===== src/sv/rlebe_pkg.sv =====
// rlebe_pkg: beat types, run-state constants and the run token helper
// for the run-length byte encoder; no dependencies
`timescale 1ns / 1ps
`default_nettype none

package rlebe_pkg;

   // run length register width, holds lengths up to 255
   localparam int RUN_LEN_W = 8;
   // default longest run before a forced break
   localparam int RLE_MAX_RUN = 128;
   // most encoded bytes that one input beat can cause
   localparam int MAX_CODES = 4;
   localparam int CODE_CNT_W = 3;
   // runs of one byte below this value go out as a literal
   localparam logic [7:0] LITERAL_LIMIT = 8'd128;
   // run token is the length plus this offset
   localparam logic [7:0] TOKEN_OFFSET = 8'd127;

   typedef struct packed {
      logic [7:0] data_byte;
      logic       stream_last;
   } req_type;

   typedef struct packed {
      logic [7:0] code_byte;
      logic       item_last;
      logic       stream_end;
   } rsp_type;

   // one closed run as one or two code bytes
   typedef struct packed {
      logic       two;
      logic [7:0] b0;
      logic [7:0] b1;
   } token_type;

   // everything one input beat emits, head first
   typedef struct packed {
      logic [CODE_CNT_W-1:0]  count;
      rsp_type [MAX_CODES-1:0] slot;
   } plan_type;

   // encode a closed run: literal, or length token then value
   function automatic token_type run_token(input logic [7:0] value,
                                          input logic [RUN_LEN_W-1:0] len);
      token_type t;
      if (len == RUN_LEN_W'(1) && value < LITERAL_LIMIT) begin
         t.two = 1'b0;
         t.b0  = value;
         t.b1  = value;
      end else begin
         t.two = 1'b1;
         t.b0  = 8'(len) + TOKEN_OFFSET;
         t.b1  = value;
      end
      return t;
   endfunction

endpackage

`default_nettype wire


===== src/sv/rlebe_run.sv =====
// rlebe_run: open run register and the emission plan for one input beat
// depends on rlebe_pkg
`timescale 1ns / 1ps
`default_nettype none

module rlebe_run #(
   parameter int MAX_RUN = rlebe_pkg::RLE_MAX_RUN
) (
   input  wire                   clock,
   input  wire                   reset,
   input  wire                   accept,
   input  rlebe_pkg::req_type    beat,
   output rlebe_pkg::plan_type   plan
);
   import rlebe_pkg::*;

   localparam logic [RUN_LEN_W-1:0] MaxRunLen = RUN_LEN_W'(MAX_RUN);

   logic [7:0]           run_val_ff, run_val_in;
   logic [RUN_LEN_W-1:0] run_len_ff, run_len_in;

   logic                  cont, brk;
   token_type             tok_a, tok_b;
   logic [CODE_CNT_W-1:0] n1, n2, cnt;
   logic [7:0]            new_val;
   logic [RUN_LEN_W-1:0]  new_len;
   logic [CODE_CNT_W-1:0] pos;

   // decide run extension or break, and lay out the code bytes
   always_comb begin
      cont    = (run_len_ff != '0) && (beat.data_byte == run_val_ff) &&
                (run_len_ff < MaxRunLen);
      brk     = (run_len_ff != '0) && !cont;
      tok_a   = run_token(run_val_ff, run_len_ff);
      n1      = brk ? (tok_a.two ? CODE_CNT_W'(2) : CODE_CNT_W'(1)) : '0;
      new_val = cont ? run_val_ff : beat.data_byte;
      new_len = cont ? run_len_ff + RUN_LEN_W'(1) : RUN_LEN_W'(1);
      tok_b   = run_token(new_val, new_len);
      n2      = beat.stream_last ? (tok_b.two ? CODE_CNT_W'(2) : CODE_CNT_W'(1)) : '0;
      cnt     = n1 + n2;
      plan.count = cnt;
      for (int i = 0; i < MAX_CODES; i++) begin
         pos = CODE_CNT_W'(i);
         if (pos < n1)
            plan.slot[i].code_byte = (i == 0) ? tok_a.b0 : tok_a.b1;
         else if (pos - n1 == '0)
            plan.slot[i].code_byte = tok_b.b0;
         else
            plan.slot[i].code_byte = tok_b.b1;
         plan.slot[i].item_last  = (pos + CODE_CNT_W'(1) == cnt);
         plan.slot[i].stream_end = beat.stream_last && (pos + CODE_CNT_W'(1) == cnt);
      end
      run_val_in = new_val;
      run_len_in = beat.stream_last ? '0 : new_len;
   end

   // open run register
   always_ff @(posedge clock) begin
      if (reset) begin
         run_val_ff <= '0;
         run_len_ff <= '0;
      end else if (accept) begin
         run_val_ff <= run_val_in;
         run_len_ff <= run_len_in;
      end
   end

   a_len_bound: assert property (@(posedge clock) disable iff (reset)
      run_len_ff <= MaxRunLen)
      else $error("run length beyond limit");

   a_last_closes: assert property (@(posedge clock) disable iff (reset)
      accept && beat.stream_last |=> run_len_ff == '0)
      else $error("stream end left a run open");

   a_last_emits: assert property (@(posedge clock) disable iff (reset)
      accept && beat.stream_last |-> plan.count != '0)
      else $error("stream end emitted nothing");

   a_count_bound: assert property (@(posedge clock) disable iff (reset)
      plan.count <= CODE_CNT_W'(MAX_CODES))
      else $error("plan count too large");

endmodule

`default_nettype wire


===== src/sv/rle_byte_encoder_core.sv =====
// Run-length byte encoder. One raw byte is taken per input beat; a byte that
// breaks the open run (or meets a full run of MAX_RUN bytes) emits that run as
// a literal byte below 128 or as a token (length + 127) followed by the value,
// and a beat flagged stream_last flushes the open run with stream_end set on
// its final byte. Each beat causes 0 to 4 code bytes, delivered one per cycle
// while rsp_stall is low, from a four-entry holding buffer behind a registered
// output; an input beat is taken once the buffer has drained to its last byte
// and that byte is leaving, so a new beat can be accepted as the last one ends.
// depends on rlebe_pkg, rlebe_run
`timescale 1ns / 1ps
`default_nettype none

module rle_byte_encoder_core #(
   parameter int MAX_RUN = rlebe_pkg::RLE_MAX_RUN
) (
   input  wire                 clock,
   input  wire                 reset,
   input  wire                 req_valid,
   output logic                req_stall,
   input  rlebe_pkg::req_type  req_data,
   output logic                rsp_valid,
   input  wire                 rsp_stall,
   output rlebe_pkg::rsp_type  rsp_data
);
   import rlebe_pkg::*;

   plan_type                plan;
   logic                    req_acc;
   logic                    out_free;
   logic                    take;
   rsp_type [MAX_CODES-1:0] slot_ff, slot_in;
   logic [CODE_CNT_W-1:0]   rem_ff, rem_in;
   logic                    rsp_valid_ff, rsp_valid_in;
   rsp_type                 rsp_beat_ff, rsp_beat_in;

   rlebe_run #(.MAX_RUN(MAX_RUN)) u_run (
      .clock  (clock),
      .reset  (reset),
      .accept (req_acc),
      .beat   (req_data),
      .plan   (plan)
   );

   // handshake: output register frees when empty or when its beat leaves
   always_comb begin
      out_free  = !rsp_valid_ff || !rsp_stall;
      take      = (rem_ff != '0) && out_free;
      req_stall = (rem_ff > CODE_CNT_W'(1)) || ((rem_ff == CODE_CNT_W'(1)) && !out_free);
      req_acc   = req_valid && !req_stall;
   end

   // holding buffer: load a new plan or shift toward the head
   always_comb begin
      slot_in = slot_ff;
      rem_in  = rem_ff;
      if (req_acc) begin
         slot_in = plan.slot;
         rem_in  = plan.count;
      end else if (take) begin
         for (int i = 0; i < MAX_CODES - 1; i++)
            slot_in[i] = slot_ff[i+1];
         rem_in = rem_ff - CODE_CNT_W'(1);
      end
   end

   // output register next value
   always_comb begin
      rsp_valid_in = rsp_valid_ff;
      rsp_beat_in  = rsp_beat_ff;
      if (out_free) begin
         rsp_valid_in = rem_ff != '0;
         rsp_beat_in  = slot_ff[0];
      end
   end

   always_ff @(posedge clock) begin
      if (reset) begin
         rem_ff       <= '0;
         rsp_valid_ff <= 1'b0;
      end else begin
         rem_ff       <= rem_in;
         rsp_valid_ff <= rsp_valid_in;
      end
   end

   // payload registers
   always_ff @(posedge clock) begin
      slot_ff     <= slot_in;
      rsp_beat_ff <= rsp_beat_in;
   end

   assign rsp_valid = rsp_valid_ff;
   assign rsp_data  = rsp_beat_ff;

   a_rem_bound: assert property (@(posedge clock) disable iff (reset)
      rem_ff <= CODE_CNT_W'(MAX_CODES))
      else $error("holding buffer overfilled");

   a_head_not_last: assert property (@(posedge clock) disable iff (reset)
      rem_ff > CODE_CNT_W'(1) |-> !slot_ff[0].item_last)
      else $error("item end flagged before the last buffered byte");

   a_drain_moves: assert property (@(posedge clock) disable iff (reset)
      take |=> rsp_valid_ff)
      else $error("buffered byte lost on its way out");

   a_end_is_item_end: assert property (@(posedge clock) disable iff (reset)
      rsp_valid_ff && rsp_beat_ff.stream_end |-> rsp_beat_ff.item_last)
      else $error("stream end without item end");

endmodule

`default_nettype wire


===== config.mk =====
export PLATFORM = sky130hd
export DESIGN_NAME = rle_byte_encoder_core
export DESIGN_NICKNAME = d
export VERILOG_FILES = /design/src/sv/rlebe_pkg.sv /design/src/sv/rlebe_run.sv /design/src/sv/rle_byte_encoder_core.sv
export SDC_FILE = /design/constraint.sdc
export NUM_CORES = 1
export LEC_CHECK = 0
export BUFFER_PORTS_ARGS = -buffer_cell sky130_fd_sc_hd__buf_2
export CAP_MARGIN = 20
export CORE_ASPECT_RATIO = 0.75
export CORE_MARGIN = 1
export CORE_UTILIZATION = 38
export DETAILED_ROUTE_END_ITERATION = 12
export GPL_TIMING_DRIVEN = 1
export PLACE_DENSITY_LB_ADDON = 0.2
export SLEW_MARGIN = 5
export SYNTH_ARGS = -nofsm -noshare
export SYNTH_HDL_FRONTEND = slang
export SYNTH_SLANG_ARGS = --single-unit

===== constraint.sdc =====
create_clock -name clock -period 5.8 [get_ports clock]
set_input_delay 0.29 -clock clock [delete_from_list [all_inputs] [get_ports clock]]
set_output_delay 0.29 -clock clock [all_outputs]
set_load 0.03 [all_outputs]

==> impl_metrics.toml, run 1 <==
[cells_and_area]
antennaDiodeCount = 0
post_synthesis_to_final_layout_area_growth_pct = 11.8
drive_gt1_share_pct = 12.2
finish.net_count = 461

[clock_network]
numCtsBuffers = 9
clock_latency_ns = 0.34
max-clock-path-buffers = 2
clock_sinks = 70
clock_root_cell = "clkbuf_16"
ctsHtreeMaxLevel = 3
cts_setup_buffers = 0
cts.clk_slew.worst_paths_ns = 0.06
cts-hold-fix-buffers = 0
cts_tree = "built"
cts.repair.resized = 0

[timing]
actual_slew_at_the_worst_max_slew_pin_ns = 0.901
max_freq_ghz = 0.236
totalNegativeSetupSlack_ns = 0
slew_headroom_pct = 39.8
finalCriticalPeriod_ns = 4.24
timing.final.hold_violations = 0
number_of_max_slew_violations_in_the_final_report = 0
grt_setup_unrepaired = "false"
fin_skew_ns = 0.00595
fin_worst_hold_slack_ns = 0.216
setup-violations-final = 0
post-route-period-util_pct = 73.1

[critical_path]
regToRegEndpoint = "slot_ff[0]$_DFFE_PP_"
worst-setup-path-type = "reg -> reg"
worstRegToRegCells = 16
crit_cells = 16
worstSetupEndpoint = "slot_ff[0]$_DFFE_PP_"
critPathRequiredTime_ns = 5.94
critPathSlowestCell = "dfxtp_1"
setup.worst_path.end_class = "flop"
crit_path_start_kind = "flop"
regToRegSetupSlack_ns = 1.56
worst-endpoint-arrival_ns = 4.38
crit_path_frequent_cell = "ha_1"
crit_fanout = 16
cpLargestDelayFamily = "adder cells"
crit_path_max_incr_delay_ns = 0.65
crit_path_start = "u_run.run_len_ff[0]$_SDFFE_PP0P_"
critical_path_buf_inv_count = 1
worstPathCellList = "inv_1, ha_1, a311oi_1, and3_1, nand2_1, ha_1, nand2b_1, a31oi_2, nand2_2, o21a_1, nor2_1, ha_1, fa_1, nor2_1, nand2_1, o31ai_1"
r2r-start = "u_run.run_len_ff[0]$_SDFFE_PP0P_"

[detailed_routing]
first_pass_iters = 5
route.antenna.remaining_nets = 0
drt_drc_violations_left = 0
post_drt_via_cell_ratio = 5.76
drt_iter0_markers = 463
wl_per_cell_um = 17.6
totalWireLength_um = 10200
route.vias.total = 3328

[synth]
synth-seq-cells = 70
synth_top_cells_by_count = "58 x nand2_1, 50 x edfxtp_1, 36 x a21oi_1, 28 x nor2_1, 27 x clkbuf_1"
synth_area_per_cell_um2 = 9.32
synth_area_leaders = "edfxtp_1 37%, dfxtp_1 9.9%, nand2_1 5.4%, a21oi_1 4.5%, ha_1 3.1%"
post-synth-top-area-cell = "edfxtp_1"
ys_types = 61
synth-async-reset-ratio_pct = 0
postSynth.topFlopCell = "edfxtp_1"
yosysWarnings = 0
syn-cell-area_um2 = 4030
post-synth-top-count-cell = "nand2_1"
synth-edff-count = 50
synth_nets = 457
netlist.area_leader.share_pct = 37.2
ys_seq_area_share_pct = 47.1
syn-instance-count = 433

[floorplan]
chip_height_um = 91.2
die-area_um2 = 11000
placeableCoreArea_um2 = 10300
i_o_pin_count = 25
start_util_pct = 39.2
dieWidth_um = 121
standard_cell_row_count = 32

[global_routing]
antenna_found_initial = 0
grt_max_degree = 68
groute.usage.overall_pct = 19.6
grt-ovfl-total = 0
grt_pass1_wl_um = 16300
vias_in_the_first_global_route = 2956

[pwr]
power.leakage_uw = 0.00173
p_sw_uw = 782
power.share.sequential_pct = 41.5
netSwitchingFraction_pct = 36.4
irDropWorstVdd_v = 0.000191
power_density_nw_per_um2 = 477
clockPowerShare_pct = 25.5
p_comb_share_pct = 33.0
design_internal_power_uw = 1370

[hold_path]
hp-class = "in -> reg"

[placed_design]
gpl.final_weighted_congestion = 0.881
buffer_ports.inserted = 24
dp_hpwl_um = 6940

[run_status]
status = "completed"

[job]
max-cap-violations = 0
==> flip-flops by register name (all words and copies together) (netlist names) <==
signal / cells
rem_ff: 3
rsp_data: 10
rsp_valid: 1
u_run.run_len_ff: 8
slot_ff: 40
u_run.run_val_ff: 8
==> worst min-delay path by stage <==
stage / start / to / slack (ns) / cells after the start
CTS: req_data[7] / slot_ff[38]$_DFFE_PP_ / 0.20 / 1
floorplan: slot_ff[0]$_DFFE_PP_ / rsp_data[0]$_DFFE_PN_ / 0.40 / 0
global route: req_data[7] / slot_ff[38]$_DFFE_PP_ / 0.21 / 1
finish: req_data[7] / slot_ff[38]$_DFFE_PP_ / 0.22 / 1
detailed placement: slot_ff[8]$_DFFE_PP_ / rsp_data[8]$_DFFE_PN_ / 0.40 / 0
global placement: slot_ff[3]$_DFFE_PP_ / rsp_data[3]$_DFFE_PN_ / 0.40 / 0
==> per-stage QoR <==
step / worst slack, ns / utilization [%] / instance area, um2 / total power (uW) / std cells
after floorplan: 2.07 / - / 4030 / 1400 / 433
after global placement: 1.85 / 40.9 / 4210 / 1600 / 562
after detailed placement: 1.64 / 40.9 / 4210 / 1610 / 562
after CTS: 1.64 / 43.8 / 4510 / 2170 / 578
after global routing: 1.18 / 43.8 / 4510 / 2280 / 578
final: 1.56 / 43.8 / 4510 / 2150 / 578
==> cells by family after synthesis <==
logic type,count (synthesis),share of synthesized area [%]
AO/OA/AOI/OAI,114,18.8
adder cells (fa/ha/maj),11,3.60
flip-flops,70,47.1
AND/OR/NAND/NOR,159,19.2
multiplexers,5,1.24
XOR/XNOR,22,4.78
buffers and inverters,52,5.21
==> routing by layer <==
layer,track usage (%),wire length [um],up-vias
met5,0,0,-
met4,6.48,161,0
met3,4.21,773,14
met2,26.6,4270,131
met1,30.0,4990,1597
li1,-,-,1586
==> cells in the final DEF, fill, tap and decap left out, types with 3 or more instances in the layout <==
cell type,instances
nand2_1,57
edfxtp_1,50
a21oi_1,36
nor2_1,28
buf_2,24
o21ai_0,22
dfxtp_1,20
inv_1,16
nand3_1,15
nor3_1,14
xor2_1,12
xnor2_1,10
ha_1,10
and3_1,9
clkbuf_16,9
nor2b_1,6
a31oi_1,6
mux2i_1,5
a211oi_1,5
a2111oi_0,5
nor3b_1,4
a21o_1,4
a211o_1,4
or3_1,4
o31ai_1,4
buf_4,4
nand2b_1,3
and2_1,3
a22o_1,3
or4_1,3
o22ai_1,3
o221ai_1,3
==> power groups by stage <==
stage / registers, uW / logic (uW) / clock network, uW
3_3_place_gp: 898 / 705 / 0
5_1_grt: 915 / 783 / 582
3_5_place_dp: 902 / 707 / 0
4_1_cts: 894 / 711 / 561
6_report: 893 / 711 / 548
2_1_floorplan: 967 / 430 / 0
==> worst reg2reg max path, cell delays in order, from the launching register on <==
cell and delay [ns]:
dfxtp_1 0.65, inv_1 0.15, ha_1 0.25, a311oi_1 0.26
and3_1 0.39, nand2_1 0.16, ha_1 0.25, nand2b_1 0.23
a31oi_2 0.09, nand2_2 0.10, o21a_1 0.24, nor2_1 0.07
ha_1 0.20, fa_1 0.52, nor2_1 0.16, nand2_1 0.07
o31ai_1 0.26
==> layout make-up <==
class	count	area, um2
Fill cell	1011	5780
Inverter	17	63.8
Clock buffer	9	225
Multi-Input combinational cell	311	1920
Clock inverter	7	72.6
Sequential cell	70	1900
Tap cell	136	170
Timing Repair Buffer	28	150
(Power assumes the default switching activity.)
==> run 2, diff against run 1 <==
--- a/config.mk
+++ b/config.mk
@@ -5,6 +5,7 @@
 export SDC_FILE = /design/constraint.sdc
 export NUM_CORES = 1
 export LEC_CHECK = 0
+export ABC_AREA = 1
 export BUFFER_PORTS_ARGS = -buffer_cell sky130_fd_sc_hd__buf_2
 export CAP_MARGIN = 20
 export CORE_ASPECT_RATIO = 0.75
==> constraint.sdc (replaced) <==
create_clock -name clock -period 4.1 [get_ports clock]
set_input_delay 0.205 -clock clock [delete_from_list [all_inputs] [get_ports clock]]
set_output_delay 0.205 -clock clock [all_outputs]
set_load 0.03 [all_outputs]
==> impl_metrics.toml, run 2 <==
[run_status]
status = "completed"

[placed_design]
dpl_worst_slack_ns = 0.300
dp_cells = 665
buffer_ports.inserted = 24
dpl-instance-area_um2 = 4520
dp_hpwl_um = 7340
gpl.final_weighted_congestion = 0.915

[synth]
yosysWarnings = 0
synth-seq-cells = 70
synth_area_per_cell_um2 = 8.26
ys_types = 35
post-synth-top-area-cell = "edfxtp_1"
postSynth.topFlopCell = "edfxtp_1"
synth_nets = 541
ys_seq_area_share_pct = 44.5
netlist.area_leader.share_pct = 35.2
synth-async-reset-ratio_pct = 0
synth_top_cells_by_count = "124 x nand2_1, 54 x inv_1, 50 x edfxtp_1, 46 x a21oi_1, 40 x nor2_1"
post-synth-top-count-cell = "nand2_1"
synth-edff-count = 50
synth_area_leaders = "edfxtp_1 35%, nand2_1 11%, dfxtp_1 9.4%, a21oi_1 5.4%, inv_1 4.7%"
syn-instance-count = 517
syn-cell-area_um2 = 4270

[cells_and_area]
number_of_fillers_in_the_final_layout = 1064
mostFrequentLayoutCell = "nand2_1"
drive_gt1_share_pct = 20.1
layout.cell_area.non_filler_um2 = 4820
largest_register_ffs = 40
finish.net_count = 560
finish.cell_count_without_fillers = 681
most_flops_register = "slot_ff"
post_synthesis_to_final_layout_area_growth_pct = 12.9
antennaDiodeCount = 0
layout.cells.most_common_list = "124 x nand2_1, 54 x inv_1, 50 x edfxtp_1"

[job]
max-cap-violations = 0

[clock_network]
ctsHtreeMaxLevel = 3
numCtsBuffers = 9
clock_sinks = 70
max-clock-path-buffers = 2
cts-hold-fix-buffers = 0
cts.clk_slew.worst_paths_ns = 0.06
clock_root_cell = "clkbuf_16"
clock_latency_ns = 0.33
cts_tree = "built"

[pwr]
power_density_nw_per_um2 = 700
p_sw_uw = 1300
irDropWorstVdd_v = 0.000303
design_internal_power_uw = 2070
clockPowerShare_pct = 23.1
power.share.sequential_pct = 38.6
netSwitchingFraction_pct = 38.6
p_comb_share_pct = 38.4
power.leakage_uw = 0.00209

[floorplan]
i_o_pin_count = 25
dieWidth_um = 124
standard_cell_row_count = 33
start_util_pct = 39.0
die-area_um2 = 11700
chip_height_um = 93.8
placeableCoreArea_um2 = 10900

[timing]
finalCriticalPeriod_ns = 3.64
post-route-period-util_pct = 88.9
max_freq_ghz = 0.274
fin_skew_ns = 0.00637
timing.final.hold_violations = 0
slew_headroom_pct = 58.9
grt_setup_unrepaired = "false"
actual_slew_at_the_worst_max_slew_pin_ns = 0.614
number_of_max_slew_violations_in_the_final_report = 0
min_setup_slack_post_route_ns = 0.455
setup-violations-final = 0
totalNegativeSetupSlack_ns = 0

[detailed_routing]
route.antenna.remaining_nets = 0
totalWireLength_um = 10000
wl_per_cell_um = 14.7
drt_drc_violations_left = 0
first_pass_iters = 5
post_drt_via_cell_ratio = 5.04
route.vias.total = 3430
drt_iter0_markers = 257

[critical_path]
cpLargestDelayFamily = "simple AND/OR/NAND/NOR gates"
critical_path_buf_inv_count = 3
critPathRequiredTime_ns = 4.28
regToRegEndpoint = "slot_ff[20]$_DFFE_PP_"
worst-setup-path-type = "reg -> reg"
worstPathCellList = "inv_1, ha_1, nand2_2, nor2_4, nor2_1, nand3_1, nor2_2, inv_1, ha_1, nand3_4, nor2_4, nand2_4, nor2_1, ha_1, fa_1, inv_1, nor2_1, nand3_1, o21ai_0"
crit_path_start_kind = "flop"
crit_cells = 19
critPathSlowestCell = "fa_1"
r2r-start = "u_run.run_len_ff[0]$_SDFFE_PP0P_"
crit_path_max_incr_delay_ns = 0.61
worstRegToRegCells = 19
crit_fanout = 11
setup.worst_path.end_class = "flop"
regToRegSetupSlack_ns = 0.46
worst-endpoint-arrival_ns = 3.82

[hold_path]
hp-class = "in -> reg"
min_to = "slot_ff[32]$_DFFE_PP_"
hold_path_depth = 1
hp-start = "req_data[1]"

[global_routing]
grt_pass1_wl_um = 16400
groute.usage.overall_pct = 18.3
antenna_found_initial = 0
grt-ovfl-total = 0
grt_max_degree = 40
vias_in_the_first_global_route = 3176
-- run 2: cell count changes after synthesis, sizes merged, moves of 18 or more --
cell and change:
inv +45, nand3 +22, a21oi +21, nand2 +85
nor2 +18
-- run 2: cell families after synthesis --
| logic type | after synthesis | share of synthesized area, % |
|---|---|---|
| buf+inv | 87 | 8.47 |
| compound gates | 95 | 12.9 |
| flops | 70 | 44.5 |
| simple gates | 245 | 28.9 |
| xor+xnor | 9 | 1.85 |
| fa+ha+maj | 11 | 3.40 |
-- run 2: per-stage QoR --
| stage | util [%] | power (uW) | hold WS [ns] |
|---|---|---|---|
| after floorplan | - | 2230 | 0.274 |
| after global placement | 41.3 | 2600 | 0.403 |
| after detailed placement | 41.3 | 2620 | 0.405 |
| after CTS | 44.0 | 3410 | 0.0691 |
| after global routing | 44.1 | 3600 | 0.0702 |
| final | 44.1 | 3380 | 0.0808 |
-- run 2: what timing repair did --
action | CTS | global route
buffers inserted | 0 | 0
setup endpoints to repair | 0 | 1
resized for setup | 0 | 2
-- run 2: area by class of cell --
cell class	count	area, um2	share of cell area [%]
well taps	140	175	3.63
clock inverters	5	58.8	1.22
inverters	62	233	4.83
multi-input cells	360	2010	41.7
flip-flops and latches	70	1900	39.5
repair buffers	33	200	4.15
clock buffers	11	243	5.03
-- run 2: power by group through the flow --
stage / clock network [uW] / registers (uW) / logic (uW)
2_1_floorplan: 0 / 1420 / 815
3_3_place_gp: 0 / 1310 / 1290
4_1_cts: 803 / 1300 / 1300
5_1_grt: 832 / 1330 / 1440
6_report: 778 / 1300 / 1300
3_5_place_dp: 0 / 1310 / 1300
-- run 2: how the worst max path moves through the flow --
stage,endpoint,start
after global routing,slot_ff[20]$_DFFE_PP_,u_run.run_len_ff[0]$_SDFFE_PP0P_
after detailed placement,slot_ff[20]$_DFFE_PP_,u_run.run_len_ff[0]$_SDFFE_PP0P_
after floorplan,slot_ff[20]$_DFFE_PP_,u_run.run_len_ff[0]$_SDFFE_PP0P_
after CTS,slot_ff[20]$_DFFE_PP_,u_run.run_len_ff[0]$_SDFFE_PP0P_
final,slot_ff[20]$_DFFE_PP_,u_run.run_len_ff[0]$_SDFFE_PP0P_
after global placement,slot_ff[20]$_DFFE_PP_,u_run.run_len_ff[0]$_SDFFE_PP0P_
-- run 2: metal layers --
layer | share of wire [%] | wire length, um | global-route usage [%] | vias up
li1 | - | - | - | 1739
met5 | 0 | 0 | 0 | -
met3 | 5.8 | 585 | 4.67 | 5
met1 | 51 | 5070 | 25.7 | 1574
met4 | 0.65 | 65 | 5.02 | 0
met2 | 43 | 4320 | 27.9 | 112
==> run 3, diff against run 2 <==
--- a/config.mk
+++ b/config.mk
@@ -10,9 +10,9 @@
 export CAP_MARGIN = 20
 export CORE_ASPECT_RATIO = 0.75
 export CORE_MARGIN = 1
-export CORE_UTILIZATION = 38
+export CORE_UTILIZATION = 30
 export DETAILED_ROUTE_END_ITERATION = 12
-export GPL_TIMING_DRIVEN = 1
+export GPL_TIMING_DRIVEN = 0
 export PLACE_DENSITY_LB_ADDON = 0.2
 export SLEW_MARGIN = 5
 export SYNTH_ARGS = -nofsm -noshare
==> impl_metrics.toml, run 3 (synthesized netlist as in run 2, its figures left out) <==
[detailed_routing]
post_drt_via_cell_ratio = 4.74
totalWireLength_um = 11300
route.antenna.remaining_nets = 0
wirelength_met1_um = 5850
wl_per_cell_um = 15.4
route.vias.total = 3473
first_pass_iters = 5
drt_drc_violations_left = 0
met3_length_um = 603
met2RoutedLength_um = 4740
drt_iter0_markers = 264
top_layer = "met4"

[critical_path]
cpLargestDelayFamily = "adder cells"
critPathSlowestCell = "fa_1"
worst-setup-path-type = "reg -> reg"
setup.worst_path.end_class = "flop"
crit_path_start_kind = "flop"
crit_fanout = 10
worstRegToRegCells = 20
worstPathCellList = "inv_1, ha_1, nand2_2, nor2_4, nor2_2, nand3_2, nor2_4, inv_1, ha_1, nand3_4, nor2_4, nand2_4, buf_12, nor2_1, ha_1, fa_1, inv_1, nor2_1, nand3_1, o21ai_0"
critPathRequiredTime_ns = 4.28
crit_path_max_incr_delay_ns = 0.60
crit_cells = 20
worst-endpoint-arrival_ns = 3.84
critical_path_buf_inv_count = 4

[clock_network]
cts-hold-fix-buffers = 0
cts.clk_slew.worst_paths_ns = 0.07
ctsHtreeMaxLevel = 3
cts_tree = "built"
clock_sinks = 70
max-clock-path-buffers = 2
cts.repair.resized = 0
clock_latency_ns = 0.34
cts_setup_buffers = 0
clock_root_cell = "clkbuf_16"
numCtsBuffers = 9

[cells_and_area]
layout.cell_area.non_filler_um2 = 4960
finish.net_count = 576
drive_gt1_share_pct = 19.7
largest_register_ffs = 40
layout.cells.most_common_list = "123 x nand2_1, 54 x inv_1, 50 x edfxtp_1"
post_synthesis_to_final_layout_area_growth_pct = 16.1
register_area_um2 = 1900
most_flops_register = "slot_ff"
mostFrequentLayoutCell = "nand2_1"
number_of_fillers_in_the_final_layout = 1441
antennaDiodeCount = 0
finish.cell_count_without_fillers = 732
multiInputGateArea_um2 = 2020

[pwr]
power.leakage_uw = 0.00212
power.total_uw = 3520
irDropWorstVdd_v = 0.000300
power_density_nw_per_um2 = 710

[timing]
setup-violations-final = 0
number_of_max_slew_violations_in_the_final_report = 0
max_freq_ghz = 0.273
fin_worst_hold_slack_ns = 0.0994
timing.final.hold_violations = 0
fin_skew_ns = 0.00997
finalCriticalPeriod_ns = 3.66
slew_headroom_pct = 28.4
min_setup_slack_post_route_ns = 0.440
actual_slew_at_the_worst_max_slew_pin_ns = 1.07
post-route-period-util_pct = 89.3

[floorplan]
i_o_pin_count = 25
die-area_um2 = 14700
standard_cell_row_count = 37
start_util_pct = 31.0
chip_height_um = 105
dieWidth_um = 140
placeableCoreArea_um2 = 13800

[placed_design]
gpl.final_weighted_congestion = 0.858
dpl_worst_slack_ns = 0.157
dp_cells = 716
buffer_ports.inserted = 24
dp_hpwl_um = 8340
dpl-instance-area_um2 = 4610

[global_routing]
grt_pass1_wl_um = 18200
antenna_found_initial = 0
vias_in_the_first_global_route = 3369
groute.usage.overall_pct = 16.4
grt_max_degree = 32
grt-ovfl-total = 0

[run_status]
status = "completed"

[job]
max-cap-violations = 0

[hold_path]
hold_path_depth = 2
hp-class = "in -> reg"
## run 3: changes by cell type in the layout (fill, tap and decap cells not counted), moves of 2 or more
cell        before  now
buf_2           24   27
buf_4            8    0
buf_6            0    2
clkbuf_1         1   19
clkinv_4         1    3
clkinvlp_4       2    0
## run 3: final cells by class
class,instances,share of cell area [%]
clock inverter,7,2.14
timing repair buffer,24,2.42
clock buffer,9,4.54
sequential,70,38.4
inverter,62,4.69
tap,175,4.41
buffer,25,2.60
multi-input combinational,360,40.8
## run 3: power by group
part           switching [uW]  leakage [uW]  total [uW]  internal, uW
sequential                103      0.000663        1310          1210
clock                     333      0.000162         875           542
combinational             974       0.00130        1330           359
total                    1410       0.00212        3520          2110
## run 3: final timing paths
| kind | start | end | slack, ns |
|---|---|---|---|
| setup / recovery | u_run.run_len_ff[0]$_SDFFE_PP0P_ | slot_ff[20]$_DFFE_PP_ | 0.44 |
| setup reg to reg | u_run.run_len_ff[0]$_SDFFE_PP0P_ | slot_ff[20]$_DFFE_PP_ | 0.44 |
| hold / removal | reset | u_run.run_len_ff[0]$_SDFFE_PP0P_ | 0.1 |
| hold reg to reg | slot_ff[9]$_DFFE_PP_ | rsp_data[9]$_DFFE_PN_ | 0.42 |
## run 3: routing by layer
layer	vias to the layer above	global-route usage (%)
li1	1775	-
met1	1597	23.7
met2	92	24.4
met3	9	3.36
met4	0	4.71
met5	-	0
## run 3: through the flow
step | TNS [ns] | utilization [%]
6_report | 0 | 36.0
5_1_grt | -0.00432 | 36.0
4_1_cts | 0 | 35.8
3_5_place_dp | 0 | 33.4
3_3_place_gp | 0 | 33.4
2_1_floorplan | 0 | -
